--- config.mk ---
export PLATFORM = sky130hd
export DESIGN_NAME = addressable_led_serializer_flat
export DESIGN_NICKNAME = d
export VERILOG_FILES = /design/src/rtl/als_pkg.sv /design/src/rtl/als_if.sv /design/src/rtl/addressable_led_serializer.sv /design/src/rtl/als_store.sv /design/src/rtl/als_tx.sv /design/src/flat_wrapper.sv
export SDC_FILE = /design/constraint.sdc
export NUM_CORES = 1
export LEC_CHECK = 0
export ABC_AREA = 1
export BUFFER_PORTS_ARGS = -buffer_cell sky130_fd_sc_hd__buf_2
export CAP_MARGIN = 25
export CORE_MARGIN = 3
export CORE_UTILIZATION = 67
export CTS_CLUSTER_SIZE = 8
export DETAILED_ROUTE_END_ITERATION = 12
export PLACE_DENSITY = 0.85
export SYNTH_ARGS = -nofsm -noshare
export SYNTH_HDL_FRONTEND = slang
export SYNTH_HIERARCHICAL = 1
export SYNTH_SLANG_ARGS = --single-unit
--- constraint.sdc ---
create_clock -name clk -period 6.15 [get_ports clk]
set_input_delay 0 -clock clk [delete_from_list [all_inputs] [get_ports clk]]
set_output_delay 0 -clock clk [all_outputs]
set_load 0.1 [all_outputs]
--- src/rtl/als_pkg.sv ---
`timescale 1ns / 1ps
// ----------------------------------------------------------------------------
// als_pkg
// Shared types and constants for the addressable LED serialiser.
// ----------------------------------------------------------------------------
package als_pkg;

	localparam int MAX_PIXELS     = 8;
	localparam int PIX_IDX_W      = 3;
	localparam int PIX_CNT_W      = 4;
	localparam int PIXEL_W        = 24;
	localparam int BIT_CNT_W      = 5;
	localparam int TICK_W         = 16;
	localparam int CFG_IDX_W      = 3;
	localparam int CFG_DATA_W     = 16;

	typedef enum logic [1:0] {
		OP_TICK  = 2'd0,
		OP_WRITE = 2'd1,
		OP_SHOW  = 2'd2,
		OP_CLEAR = 2'd3
	} op_t;

	typedef enum logic [1:0] {
		ST_OK    = 2'd0,
		ST_RANGE = 2'd1,
		ST_BUSY  = 2'd2
	} status_t;

	localparam logic [CFG_IDX_W-1:0] REG_ZERO_HIGH  = 3'd0;
	localparam logic [CFG_IDX_W-1:0] REG_ONE_HIGH   = 3'd1;
	localparam logic [CFG_IDX_W-1:0] REG_BIT_PERIOD = 3'd2;
	localparam logic [CFG_IDX_W-1:0] REG_LATCH_LOW  = 3'd3;
	localparam logic [CFG_IDX_W-1:0] REG_PIXELS     = 3'd4;

	typedef struct packed {
		logic [7:0]           zero_high;
		logic [7:0]           one_high;
		logic [7:0]           bit_period;
		logic [TICK_W-1:0]    latch_low;
		logic [PIX_CNT_W-1:0] pixels;
	} cfg_t;

	typedef struct packed {
		logic                 wr;
		logic                 clr;
		logic [PIX_IDX_W-1:0] addr;
		logic [PIXEL_W-1:0]   data;
	} store_req_t;

	typedef struct packed {
		logic    line_level;
		logic    busy;
		status_t status;
		logic    frame_done;
	} res_t;

endpackage

--- src/rtl/als_if.sv ---
`timescale 1ns / 1ps
// ----------------------------------------------------------------------------
// als_if
// Request and result channels with valid/ready handshake.
// ----------------------------------------------------------------------------
interface als_req_if;
	logic       valid;
	logic       ready;
	logic [1:0] op;
	logic [2:0] led_addr;
	logic [7:0] red;
	logic [7:0] green;
	logic [7:0] blue;

	modport source (output valid, op, led_addr, red, green, blue, input ready);
	modport sink (input valid, op, led_addr, red, green, blue, output ready);
endinterface

interface als_res_if;
	logic       valid;
	logic       ready;
	logic       line_level;
	logic       busy_res;
	logic [1:0] status;
	logic       frame_done;

	modport source (output valid, line_level, busy_res, status, frame_done, input ready);
	modport sink (input valid, line_level, busy_res, status, frame_done, output ready);
endinterface

--- src/rtl/addressable_led_serializer.sv ---
`timescale 1ns / 1ps
// ----------------------------------------------------------------------------
// addressable_led_serializer
// Single-wire RGB LED chain driver: pixel store, bit serialiser, latch low.
// ----------------------------------------------------------------------------
// An accepted request has its result in the output register in the cycle
// after it is accepted. Throughput: one request per cycle while the output
// register is empty or its previous result is taken in the same cycle.
// Reset: asynchronous, clears the sequencer, the store valid bits and the
// output register, and loads the configuration registers with their defaults.
module addressable_led_serializer (
	input  logic                                clk,
	input  logic                                arst_n,
	als_req_if.sink                             item,
	als_res_if.source                           result,
	input  logic                                cfg_we,
	input  logic [als_pkg::CFG_IDX_W-1:0]       cfg_index,
	input  logic [als_pkg::CFG_DATA_W-1:0]      cfg_data
);

	als_pkg::cfg_t                       cfg_q;
	als_pkg::store_req_t                 store_req;
	als_pkg::res_t                       res;
	logic [als_pkg::PIX_IDX_W-1:0]       rd_addr;
	logic [als_pkg::PIXEL_W-1:0]         rd_data;
	logic                                fire;
	logic                                out_vld_q;
	als_pkg::res_t                       res_q;

	assign item.ready = !out_vld_q || result.ready;
	assign fire       = item.valid && item.ready;

	always_ff @(posedge clk or negedge arst_n) begin
		if (!arst_n) begin
			cfg_q.zero_high  <= 8'd14;
			cfg_q.one_high   <= 8'd43;
			cfg_q.bit_period <= 8'd58;
			cfg_q.latch_low  <= 16'd9600;
			cfg_q.pixels     <= 4'd7;
		end else if (cfg_we) begin
			case (cfg_index)
				als_pkg::REG_ZERO_HIGH:  cfg_q.zero_high  <= cfg_data[7:0];
				als_pkg::REG_ONE_HIGH:   cfg_q.one_high   <= cfg_data[7:0];
				als_pkg::REG_BIT_PERIOD: cfg_q.bit_period <= cfg_data[7:0];
				als_pkg::REG_LATCH_LOW:  cfg_q.latch_low  <= cfg_data[15:0];
				als_pkg::REG_PIXELS:     cfg_q.pixels     <= cfg_data[3:0];
				default: begin
				end
			endcase
		end
	end

	als_store u_store (
		.clk     (clk),
		.arst_n  (arst_n),
		.req     (store_req),
		.rd_addr (rd_addr),
		.rd_data (rd_data)
	);

	als_tx u_tx (
		.clk         (clk),
		.arst_n      (arst_n),
		.fire        (fire),
		.op          (als_pkg::op_t'(item.op)),
		.led_addr    (item.led_addr),
		.pixel_data  ({item.green, item.red, item.blue}),
		.cfg         (cfg_q),
		.rd_data     (rd_data),
		.rd_addr     (rd_addr),
		.store_req   (store_req),
		.res         (res)
	);

	always_ff @(posedge clk or negedge arst_n) begin
		if (!arst_n) begin
			out_vld_q <= 1'b0;
		end else if (fire) begin
			out_vld_q <= 1'b1;
		end else if (result.ready) begin
			out_vld_q <= 1'b0;
		end
	end

	always_ff @(posedge clk or negedge arst_n) begin
		if (!arst_n) begin
			res_q <= '0;
		end else if (fire) begin
			res_q <= res;
		end
	end

	assign result.valid      = out_vld_q;
	assign result.line_level = res_q.line_level;
	assign result.busy_res   = res_q.busy;
	assign result.status     = res_q.status;
	assign result.frame_done = res_q.frame_done;

endmodule

--- src/rtl/als_store.sv ---
`timescale 1ns / 1ps
// ----------------------------------------------------------------------------
// als_store
// Pixel store, GRB order. Per-entry valid bits let a clear empty every entry together.
// ----------------------------------------------------------------------------
module als_store (
	input  logic                                  clk,
	input  logic                                  arst_n,
	input  als_pkg::store_req_t                   req,
	input  logic [als_pkg::PIX_IDX_W-1:0]         rd_addr,
	output logic [als_pkg::PIXEL_W-1:0]           rd_data
);

	logic [als_pkg::PIXEL_W-1:0]    mem_q [als_pkg::MAX_PIXELS];
	logic [als_pkg::MAX_PIXELS-1:0] vld_q;

	always_ff @(posedge clk) begin
		if (req.wr) begin
			mem_q[req.addr] <= req.data;
		end
	end

	always_ff @(posedge clk or negedge arst_n) begin
		if (!arst_n) begin
			vld_q <= '0;
		end else if (req.clr) begin
			vld_q <= '0;
		end else if (req.wr) begin
			vld_q[req.addr] <= 1'b1;
		end
	end

	assign rd_data = vld_q[rd_addr] ? mem_q[rd_addr] : '0;

endmodule

--- src/rtl/als_tx.sv ---
`timescale 1ns / 1ps
// ----------------------------------------------------------------------------
// als_tx
// Frame sequencer: bit shift register, tick/bit/pixel counters, latch low.
// ----------------------------------------------------------------------------
module als_tx (
	input  logic                                  clk,
	input  logic                                  arst_n,
	input  logic                                  fire,
	input  als_pkg::op_t                          op,
	input  logic [als_pkg::PIX_IDX_W-1:0]         led_addr,
	input  logic [als_pkg::PIXEL_W-1:0]           pixel_data,
	input  als_pkg::cfg_t                         cfg,
	input  logic [als_pkg::PIXEL_W-1:0]           rd_data,
	output logic [als_pkg::PIX_IDX_W-1:0]         rd_addr,
	output als_pkg::store_req_t                   store_req,
	output als_pkg::res_t                         res
);

	typedef enum logic [1:0] {
		PH_IDLE  = 2'd0,
		PH_SEND  = 2'd1,
		PH_LATCH = 2'd2
	} phase_t;

	phase_t                          phase_q, phase_n;
	logic [als_pkg::TICK_W-1:0]      tick_q, tick_n, tick_inc;
	logic [als_pkg::BIT_CNT_W-1:0]   bit_q, bit_n;
	logic [als_pkg::PIX_IDX_W-1:0]   pix_q, pix_n;
	logic [als_pkg::PIX_CNT_W-1:0]   pix_inc;
	logic [als_pkg::PIXEL_W-1:0]     shift_q, shift_n;
	logic [als_pkg::PIX_CNT_W-1:0]   active;
	logic [als_pkg::TICK_W-1:0]      period;
	logic [als_pkg::TICK_W-1:0]      latch_len;
	logic [7:0]                      hi_len;
	als_pkg::status_t                status;
	logic                            done;

	assign active    = (cfg.pixels > als_pkg::PIX_CNT_W'(als_pkg::MAX_PIXELS)) ?
	                   als_pkg::PIX_CNT_W'(als_pkg::MAX_PIXELS) : cfg.pixels;
	assign period    = (cfg.bit_period == 8'd0) ? als_pkg::TICK_W'(1) :
	                   {8'd0, cfg.bit_period};
	assign latch_len = (cfg.latch_low == '0) ? als_pkg::TICK_W'(1) : cfg.latch_low;
	assign tick_inc  = tick_q + als_pkg::TICK_W'(1);
	assign pix_inc   = {1'b0, pix_q} + als_pkg::PIX_CNT_W'(1);
	assign rd_addr   = (op == als_pkg::OP_SHOW) ? '0 : pix_inc[als_pkg::PIX_IDX_W-1:0];

	always_comb begin
		phase_n   = phase_q;
		tick_n    = tick_q;
		bit_n     = bit_q;
		pix_n     = pix_q;
		shift_n   = shift_q;
		status    = als_pkg::ST_OK;
		done      = 1'b0;
		store_req = '0;
		if (op == als_pkg::OP_TICK) begin
			case (phase_q)
				PH_SEND: begin
					if (tick_inc >= period) begin
						tick_n = '0;
						if (bit_q >= als_pkg::BIT_CNT_W'(als_pkg::PIXEL_W - 1)) begin
							bit_n = '0;
							pix_n = pix_inc[als_pkg::PIX_IDX_W-1:0];
							if (pix_inc >= active) begin
								phase_n = PH_LATCH;
							end else begin
								shift_n = rd_data;
							end
						end else begin
							bit_n   = bit_q + als_pkg::BIT_CNT_W'(1);
							shift_n = {shift_q[als_pkg::PIXEL_W-2:0], 1'b0};
						end
					end else begin
						tick_n = tick_inc;
					end
				end
				PH_LATCH: begin
					if (tick_inc >= latch_len) begin
						tick_n  = '0;
						phase_n = PH_IDLE;
						done    = 1'b1;
					end else begin
						tick_n = tick_inc;
					end
				end
				default: begin
				end
			endcase
		end else if (phase_q != PH_IDLE) begin
			status = als_pkg::ST_BUSY;
		end else begin
			case (op)
				als_pkg::OP_WRITE: begin
					if ({1'b0, led_addr} >= active) begin
						status = als_pkg::ST_RANGE;
					end else begin
						store_req.wr   = fire;
						store_req.addr = led_addr;
						store_req.data = pixel_data;
					end
				end
				als_pkg::OP_SHOW: begin
					pix_n  = '0;
					bit_n  = '0;
					tick_n = '0;
					if (active == '0) begin
						shift_n = '0;
						phase_n = PH_LATCH;
					end else begin
						shift_n = rd_data;
						phase_n = PH_SEND;
					end
				end
				als_pkg::OP_CLEAR: begin
					store_req.clr = fire;
				end
				default: begin
				end
			endcase
		end
	end

	assign hi_len = shift_n[als_pkg::PIXEL_W-1] ? cfg.one_high : cfg.zero_high;

	always_comb begin
		res.line_level = (phase_n == PH_SEND) && (tick_n < {8'd0, hi_len});
		res.busy       = (phase_n != PH_IDLE);
		res.status     = status;
		res.frame_done = done;
	end

	always_ff @(posedge clk or negedge arst_n) begin
		if (!arst_n) begin
			phase_q <= PH_IDLE;
			tick_q  <= '0;
			bit_q   <= '0;
			pix_q   <= '0;
			shift_q <= '0;
		end else if (fire) begin
			phase_q <= phase_n;
			tick_q  <= tick_n;
			bit_q   <= bit_n;
			pix_q   <= pix_n;
			shift_q <= shift_n;
		end
	end

endmodule

--- src/flat_wrapper.sv ---
// flat-port wrapper written by rule: the top's interface ports become plain ports
module addressable_led_serializer_flat 
  (clk, arst_n, cfg_we, cfg_index, cfg_data, item_valid, item_op, item_led_addr, item_red, item_green, item_blue, item_ready, result_valid, result_line_level, result_busy_res, result_status, result_frame_done, result_ready);
  als_req_if item_i ();
  als_res_if result_i ();
  input  logic clk;
  input  logic arst_n;
  input  logic cfg_we;
  input  logic [als_pkg::CFG_IDX_W-1:0] cfg_index;
  input  logic [als_pkg::CFG_DATA_W-1:0] cfg_data;
  input wire logic [$bits(item_i.valid)-1:0] item_valid;
  input wire logic [$bits(item_i.op)-1:0] item_op;
  input wire logic [$bits(item_i.led_addr)-1:0] item_led_addr;
  input wire logic [$bits(item_i.red)-1:0] item_red;
  input wire logic [$bits(item_i.green)-1:0] item_green;
  input wire logic [$bits(item_i.blue)-1:0] item_blue;
  output wire logic [$bits(item_i.ready)-1:0] item_ready;
  output wire logic [$bits(result_i.valid)-1:0] result_valid;
  output wire logic [$bits(result_i.line_level)-1:0] result_line_level;
  output wire logic [$bits(result_i.busy_res)-1:0] result_busy_res;
  output wire logic [$bits(result_i.status)-1:0] result_status;
  output wire logic [$bits(result_i.frame_done)-1:0] result_frame_done;
  input wire logic [$bits(result_i.ready)-1:0] result_ready;
  assign item_i.valid = item_valid;
  assign item_i.op = item_op;
  assign item_i.led_addr = item_led_addr;
  assign item_i.red = item_red;
  assign item_i.green = item_green;
  assign item_i.blue = item_blue;
  assign item_ready = item_i.ready;
  assign result_valid = result_i.valid;
  assign result_line_level = result_i.line_level;
  assign result_busy_res = result_i.busy_res;
  assign result_status = result_i.status;
  assign result_frame_done = result_i.frame_done;
  assign result_i.ready = result_ready;
  addressable_led_serializer u_core (.clk(clk), .arst_n(arst_n), .item(item_i), .result(result_i), .cfg_we(cfg_we), .cfg_index(cfg_index), .cfg_data(cfg_data));
endmodule
* Word-level counts from Yosys, hierarchy flattened
Memories as Yosys holds them, arrays and structs flattened.
Index checks and enable logic that the tools add are counted.
** Storage, ports and cells
- RAM bits :: 192
- Memories :: 1
- Register bits after elaboration :: 108
- Bits in latches :: 0
- ROM bits :: 0
- Output and inout bits :: 7
** Cells by class
- Bitwise logic cells :: 1
- $add $sub $neg :: 3
- Reductions and logical operators :: 23
- Magnitude comparators :: 10
- Shift-type cells :: 0
- Multipliers :: 0
- Muxes and demuxes :: 65
- Equality and inequality tests :: 15
- Div/mod/pow operators :: 0
** Memory list
- u_core.u_store.mem_q :: depth 8, width 24, rd ports 1, clocked after Yosys merged registers in 0, write ports 1, line als_store.sv:14 : logic [als_pkg::PIXEL_W-1:0] mem_q [als_pkg::MAX_PIXELS];
** Operator list (count)
- $mux W24 :: 9
- $mux W16 :: 6
- $mux W29 :: 2
- $mux W27 :: 2
- $mux W8 :: 4
- $pmux W16 S2 :: 1
- $mux W5 :: 6
- $mux W2 :: 11
- $mux W3 :: 7
- $add A16 B1 Y16 const B :: 1
- $ge A16 B16 Y1 :: 1
- $ge A16 B8 Y1 :: 1
- $logic_not A16 Y1 :: 1
- $lt A16 B8 Y1 :: 1
- $mux W1 :: 13
- $reduce_and A6 Y1 :: 2
- $reduce_and A2 Y1 :: 5
- $reduce_bool A2 Y1 :: 5
- $logic_not A8 Y1 :: 1
- $lt A3 B4 Y1 const B :: 2
- $or A8 B8 Y8 :: 1
- $eq A2 B1 Y1 const B :: 3
- $eq A2 B2 Y1 const B :: 3
- $eq A3 B2 Y1 const B :: 2
- 23 further kinds :: 27

* Logic depth before layout (Yosys ltp)
Gate-level depths: netlist of run 1.
- Word-level depth :: 14
- Depth in mapped cells :: 31

* Modules after synthesis
The synthesis of run 1 kept the hierarchy.
** Modules (own cells, without submodules)
- als_store :: cells an instance 951, area an instance 9029.9 sq um, seq. area each 5965.7 sq um, times used 1
- als_tx :: cells an instance 739, area an instance 5051.1 sq um, seq. area each 1251.2 sq um, times used 1
- addressable_led_serializer :: cells an instance 226, area an instance 2019.4 sq um, seq. area each 1273.7 sq um, times used 1

* Worst setup path after synthesis of run 1
No wires, ideal clock.
- Kind :: reg2reg
- From :: register u_core.out_vld_q (netlist: u_core/result.valid)
- To :: memory u_core/u_store/mem_q[1][0] (netlist name) (enable)
- Arrival :: 4.665 ns
- Stages on the path, launching flop included :: 9
- Data required time :: 5.713 ns
- Path slack :: 1.048 ns
- Library setup time :: 0.437 ns
- Cells stage by stage :: dfrtp_1 -> nand2_1 -> nand2_1 -> inv_1 -> clkbuf_1 -> clkinv_1 -> nor4_1 -> nand2_1 -> nor3_1
** RTL lines
- start, declared :: line addressable_led_serializer.sv:27 : logic out_vld_q;
- start signal, assigned :: line addressable_led_serializer.sv:77 : out_vld_q <= 1'b0;
- start signal, assigned :: line addressable_led_serializer.sv:79 : out_vld_q <= 1'b1;
- start signal, assigned :: line addressable_led_serializer.sv:81 : out_vld_q <= 1'b0;
- end, declared :: line als_store.sv:14

==> flow_summary.json, run 1 <==
{
  "synth_top_area_share_pct": 35.8,
  "netlist-cell-type-count": 52,
  "fin_crit_ps": 5310,
  "drt_first_pass_iters": 6,
  "powerDensity_nw_per_um2": 403,
  "cp-start-kind": "flip-flop",
  "final_util_pct": 78.7,
  "gp_congestion": 1.01,
  "synth_top_cell_by_area": "edfxtp_1",
  "synth_area_per_cell_sq_um": 8.40,
  "finalPower_mw": 7.46,
  "crit_path_top_delay_cell": "buf_4",
  "wl_per_cell_um": 18.5,
  "clockRootBuffer": "clkbuf_16",
  "fp-row-count": 56,
  "htree_levels": 2,
  "clk_pin_slew_ps": 60,
  "die_area_sq_um": 25900,
  "grt_max_degree": 78,
  "max_cap_viol_count": 0,
  "status": "completed",
  "cp.required_ps": 6640,
  "track_usage_pct": 33.7,
  "yosys-top-cells-area": "edfxtp_1, nand2_1, dfrtp_1",
  "synth_edf_count": 192,
  "antenna_found_initial": 0,
  "post-cts-setup-buffers": 0,
  "design.portCount": 60,
  "final_hold_viol_count": 0,
  "drive_above_1_share_pct": 10.2,
  "cts_tree": "done",
  "cp_max_fo": 72,
  "placed_area_sq_um": 16500,
  "clk_latency_ps": 550,
  "clock-sinks": 300,
  "hold_ws_ps": 31.1,
  "ir_drop_mv": 0.320,
  "wl_um": 43800,
  "max_slew_margin_pct": 34.0,
  "start_util_pct": 68.4,
  "fin_skew_ps": 31.3,
  "layout.nets": 2127,
  "syn2layout_area_growth_pct": 15.1,
  "io_buffer_count": 59,
  "synth_flop_cell": "edfxtp_1",
  "hpwl_um": 25200,
  "gr-total-overflow": 0,
  "core_region_area_sq_um": 23500,
  "fill_cells": 1450,
  "ys_warn_count": 6,
  "syn_inst": 1916,
  "critPathMostFrequentCell": "nand2_1",
  "drt_iter0_drc": 1912,
  "design_area_sq_um": 18500,
  "grt_pass1_vias": 13500,
  "p_leak_nw": 9.10,
  "num_antenna_cells": 0,
  "clock_path_buffers": 3,
  "fp.dieH_um": 161,
  "arrival_ps": 5800,
  "maxSlewViolCount": 0,
  "synth.cell_area_sq_um": 16100,
  "post-route-period-util_pct": 86.3,
  "cts_buffers": 43,
  "num_vias": 14000,
  "critPathKind": "reg2reg",
  "max_freq_ghz": 0.188,
  "worstHoldPathType": "in2reg",
  "setup_tns_ps": 0,
  "ys_seq_area_share_pct": 52.7,
  "die_w_um": 161,
  "async_flop_share_pct": 36.0,
  "rsz0062_at_grt": "false",
  "tightest_slew_ps": 988,
  "end_kind": "flip-flop",
  "drc": 0,
  "syn_nets": 2013,
  "ant_nets": 0,
  "max_stage_delay_ps": 720,
  "grt_pass1_wl_um": 70000,
  "synth-seq-cells": 300,
  "vias_per_cell": 5.93,
  "setup_viol": 0
}
placed cells by master (no fill, tap or decap), types with 3 or more instances in the layout:
master | synthesis | layout
nand2_1 | 628 | 628
inv_1 | 338 | 338
nand3_1 | 197 | 197
edfxtp_1 | 192 | 192
dfrtp_1 | 90 | 90
dlygate4sd3_1 | 0 | 66
nor2_1 | 70 | 64
o21ai_0 | 62 | 62
buf_2 | 26 | 58
a21oi_1 | 57 | 56
ha_1 | 44 | 44
clkbuf_16 | 0 | 43
buf_4 | 9 | 23
clkbuf_1 | 30 | 19
dfstp_2 | 18 | 18
a32oi_1 | 12 | 12
nor2_2 | 8 | 11
nand2_2 | 11 | 11
a32o_1 | 10 | 10
nand4_1 | 9 | 9
nor4_1 | 9 | 9
nor2_4 | 5 | 8
mux2_4 | 8 | 8
o211ai_1 | 7 | 7
mux2i_1 | 7 | 7
nor3_1 | 7 | 6
inv_2 | 5 | 5
xor2_1 | 4 | 4
mux2_2 | 4 | 4
o21bai_1 | 3 | 3
a21o_1 | 3 | 3
final cells by class:
type | count | area (sq um) | share of cell area [%]
Sequential cell | 300 | 8490 | 45.8
Multi-Input combinational cell | 1187 | 5880 | 31.7
Inverter | 347 | 1310 | 7.07
Timing Repair Buffer | 151 | 1200 | 6.48
Clock buffer | 62 | 1150 | 6.19
Tap cell | 319 | 399 | 2.15
Clock inverter | 4 | 98.8 | 0.534
power breakdown:
group	switching, mW	internal (mW)	total (mW)
logic	1.94	0.811	2.75
clock network	0.872	1.33	2.20
registers	0.158	2.35	2.50
total	2.97	4.49	7.46
timing repair:
action,in CTS,in global routing
hold buffers,67,0
endpoints found under the setup margin,0,0
resized for setup,0,0
hold endpoints to repair,267,0
per-layer routing:
metal | global-route usage, % | vias to the layer above | routed length, um
li1 | - | 6333 | -
met5 | 0 | - | 0
met1 | 45.8 | 6574 | 16900
met3 | 5.98 | 178 | 4530
met2 | 54.5 | 958 | 20600
met4 | 14.0 | 0 | 1840
final timing paths:
| path | from | end | slack, ps | cells after the start |
|---|---|---|---|---|
| hold reg to reg | u_core/cfg_q[37] | u_core/cfg_q[37] | 460 | 2 |
| hold / removal | item_led_addr[1] | u_core/u_store/vld_q[3] | 30 | 7 |
| max in group asynchronous | arst_n | u_core/cfg_q[38] | 4740 | 5 |
| setup / recovery | u_core/u_tx/pix_q[0] | u_core/result.line_level | 840 | 28 |
| min in group asynchronous | arst_n | u_core/u_tx/bit_q[1] | 420 | 3 |
| setup reg to reg | u_core/u_tx/pix_q[0] | u_core/result.line_level | 840 | 28 |
sequential cells by signal, summed over array words and instances (netlist names):
name                      flops
u_core/result.frame_done      1
u_core/result.valid           1
u_core/u_tx/pix_q             3
u_core/result.busy_res        1
u_core/u_tx/phase_q           2
u_core/u_tx/tick_q           16
u_core/result.line_level      1
u_core/u_tx/bit_q             5
u_core/u_store/mem_q        192
u_core/u_tx/shift_q          24
u_core/result.status          2
u_core/cfg_q                 44
u_core/u_store/vld_q          8
critical path: cells and delay by family, from the launching register on:
kind / cells / cell delay, ps
AND/OR/NAND/NOR: 17 / 2160
buffers and inverters: 5 / 1470
AO/OA/AOI/OAI: 4 / 610
flip-flops: 1 / 440
adder cells (fa/ha/maj): 1 / 270
multiplexers: 1 / 250
synthesized netlist by cell type (all sizes together) (3+ instances only):
cell    number
dfrtp       90
o21ai       63
a32oi       12
a21oi       59
xor2         4
o21bai       3
edfxtp     192
buf         51
a21o         3
nand2      641
dfstp       18
nor3         7
nand4        9
ha          44
nor4         9
mux2i        7
nand3      199
o211ai       7
a32o        10
clkinv       3
inv        344
mux2        12
nor2        83
clkbuf      31
kinds of logic (layout without fill, tap and decap cells):
| group | Yosys count | count (layout) | synth area share [%] |
|---|---|---|---|
| AO/OA/AOI/OAI | 166 | 166 | 6.21 |
| XOR/XNOR | 5 | 5 | 0.272 |
| adder cells (fa/ha/maj) | 44 | 44 | 3.42 |
| buffers and inverters | 429 | 564 | 11.0 |
| flip-flops | 300 | 300 | 52.7 |
| multiplexers | 19 | 19 | 1.46 |
| AND/OR/NAND/NOR | 953 | 953 | 24.9 |
per-stage QoR:
step	std cells	setup WS (ps)
2_1_floorplan	1916	1050
3_3_place_gp	2233	1800
3_5_place_dp	2233	1610
4_1_cts	2366	967
5_1_grt	2370	485
6_report	2370	841
(Power assumes the default switching activity.)
==> run 2: changes to the inputs <==
--- a/config.mk
+++ b/config.mk
@@ -13,6 +13,7 @@
 export CTS_CLUSTER_SIZE = 8
 export DETAILED_ROUTE_END_ITERATION = 12
 export PLACE_DENSITY = 0.85
+export REMOVE_ABC_BUFFERS = 1
 export SYNTH_ARGS = -nofsm -noshare
 export SYNTH_HDL_FRONTEND = slang
 export SYNTH_HIERARCHICAL = 1
==> run 2 against run 1 <==
Effect of this change:
- total power decreased by 1.1%
- global-route usage decreased by 1.1 points
- die area is the same
- non-clock buffer count fell by 4
- fmax decreased by 0.25%
- sequential share of layout area about the same
- critical endpoint unchanged
- critical path depth unchanged
- register-to-register slack about the same
- combinational power decreased by 3%
- clock skew decreased by 18 ps
- worst hold slack better by 36 ps
- core utilization is essentially flat
==> flow_summary.json, run 2 (synthesis results as in run 1) <==
{
  "status": "completed",
  "design.portCount": 60,
  "gr-total-overflow": 0,
  "drt_first_pass_iters": 7,
  "max_stage_delay_ps": 550,
  "reg2reg_depth": 28,
  "die_area_sq_um": 25900,
  "max_slew_margin_pct": 32.9,
  "fin_crit_ps": 5320,
  "maxSlewViolCount": 0,
  "fp-row-count": 56,
  "drt_iter0_drc": 1707,
  "timing.final.ws_setup_ps": 827,
  "max_freq_ghz": 0.188,
  "fin_skew_ps": 12.8,
  "clockPowerShare_pct": 30.0,
  "grt_max_degree": 75,
  "p_comb_share_pct": 36.1,
  "vias_per_cell": 5.81,
  "fp.dieH_um": 161,
  "end_kind": "flip-flop",
  "cp_max_fo": 50,
  "rsz0062_at_grt": "false",
  "clock_path_buffers": 3,
  "timing.rr.end": "u_core/result.line_level",
  "die_w_um": 161,
  "drc": 0,
  "clock-sinks": 300,
  "power_switching_mw": 2.86,
  "setup_viol": 0,
  "cp-start-kind": "flip-flop",
  "layout.nets": 2123,
  "syn2layout_area_growth_pct": 15.1,
  "drive_above_1_share_pct": 10.0,
  "ff_latch_area_sq_um": 8490,
  "final_util_pct": 78.7,
  "ir_drop_mv": 0.327,
  "grt_pass1_wl_um": 68100,
  "p_leak_nw": 9.09,
  "cp.required_ps": 6610,
  "io_buffer_count": 59,
  "reg2reg_slack_ps": 830,
  "multiInputGateArea_sq_um": 5890,
  "arrival_ps": 5780,
  "fill_cells": 1503,
  "grt_pass1_vias": 13900,
  "final_cell_mix": "nand2_1, inv_1, nand3_1",
  "reg2reg_from": "u_core/u_tx/pix_q[0]",
  "gp_congestion": 0.915,
  "clockRootBuffer": "clkbuf_16",
  "wl_um": 42000,
  "track_usage_pct": 32.7,
  "cts_tree": "done",
  "worstHoldPathType": "in2reg",
  "start_util_pct": 68.4,
  "post-route-period-util_pct": 86.5,
  "p_int_mw": 4.51,
  "num_vias": 13800,
  "clk_pin_slew_ps": 50,
  "critPathKind": "reg2reg",
  "top_register": "u_core/u_store/mem_q",
  "min_from": "item_led_addr[2]",
  "powerDensity_nw_per_um2": 398,
  "worstSetupEndpoint": "u_core/result.line_level",
  "placed_cells_incl_taps": 2232,
  "clk_latency_ps": 530,
  "num_antenna_cells": 0,
  "htree_levels": 2,
  "cts_buffers": 43,
  "fin_cells": 2379,
  "switching_share_pct": 38.8,
  "final_common_cell": "nand2_1",
  "crit_start": "u_core/u_tx/pix_q[0]",
  "power_frac_seq_pct": 33.9,
  "core_region_area_sq_um": 23500,
  "largest_reg_flops": 192,
  "max_cap_viol_count": 0,
  "antenna_found_initial": 0,
  "crit_path_top_delay_cell": "nor2_4",
  "hpwl_um": 24200,
  "dp_worst_setup_slack_ps": 1060,
  "wl_per_cell_um": 17.7,
  "tightest_slew_ps": 1010,
  "final_hold_viol_count": 0,
  "ant_nets": 0,
  "reg_top3": "u_core/u_store/mem_q (192), u_core/cfg_q (44), u_core/u_tx/shift_q (24)"
}
[run 2: worst min path at each step]
stage / endpoint / slack [ps] / cells past startpoint
detailed placement: u_core/cfg_q[16] / 140 / 1
global placement: u_core/cfg_q[16] / 120 / 1
CTS: u_core/u_store/vld_q[4] / 9 / 7
floorplan: u_core/cfg_q[10] / -300 / 0
finish: u_core/u_store/vld_q[4] / 70 / 7
global route: u_core/u_tx/bit_q[1] / 70 / 5
[run 2: timing repair]
action,4_1_cts,5_1_grt
hold buffers,65,0
endpoints found under the setup margin,0,0
hold endpoints to repair,286,0
buffers inserted,0,0
resized for setup,0,0
[run 2: critical path, delay by kind of cell, from the launching register on]
family                   cells  cell delay [ps]
flip-flops                   1              450
multiplexers                 1              210
buffers and inverters        5              810
AO/OA/AOI/OAI                4              680
AND/OR/NAND/NOR             16             2470
adder cells (fa/ha/maj)      2              630
[run 2: cell type report]
class | count | share of cell area [%]
tap | 319 | 2.15
clock inverter | 4 | 0.459
multi-input combinational | 1187 | 31.8
sequential | 300 | 45.8
clock buffer | 75 | 6.45
inverter | 347 | 7.07
timing repair buffer | 147 | 6.30
[run 2: power groups by stage]
| stage | logic [mW] | registers (mW) | clock network (mW) |
|---|---|---|---|
| after floorplan | 1.76 | 2.53 | 0 |
| after global placement | 2.41 | 2.51 | 0 |
| after detailed placement | 2.49 | 2.52 | 0 |
| after CTS | 2.58 | 2.49 | 2.23 |
| after global routing | 2.96 | 2.52 | 2.33 |
| final | 2.67 | 2.50 | 2.21 |
[run 2: layer usage]
layer,GRT usage (%),routed length (um),share of wire [%],vias to the layer above
met3,5.31,4220,10,161
met5,0,0,0,-
met4,16.2,1620,3.8,0
met1,43.2,16300,39,6447
li1,-,-,-,6353
met2,53.1,19900,47,854
[run 2: metrics by stage]
stage / instance area, sq um / power, mW / setup TNS, ps / hold WS (ps)
final: 18500 / 7.37 / 0 / 67.5
after global routing: 18500 / 7.81 / 0 / 71.6
after CTS: 18500 / 7.29 / 0 / 9.47
after detailed placement: 16500 / 5.01 / 0 / 137
after global placement: 16500 / 4.92 / 0 / 123
after floorplan: 15600 / 4.29 / -14100 / -296
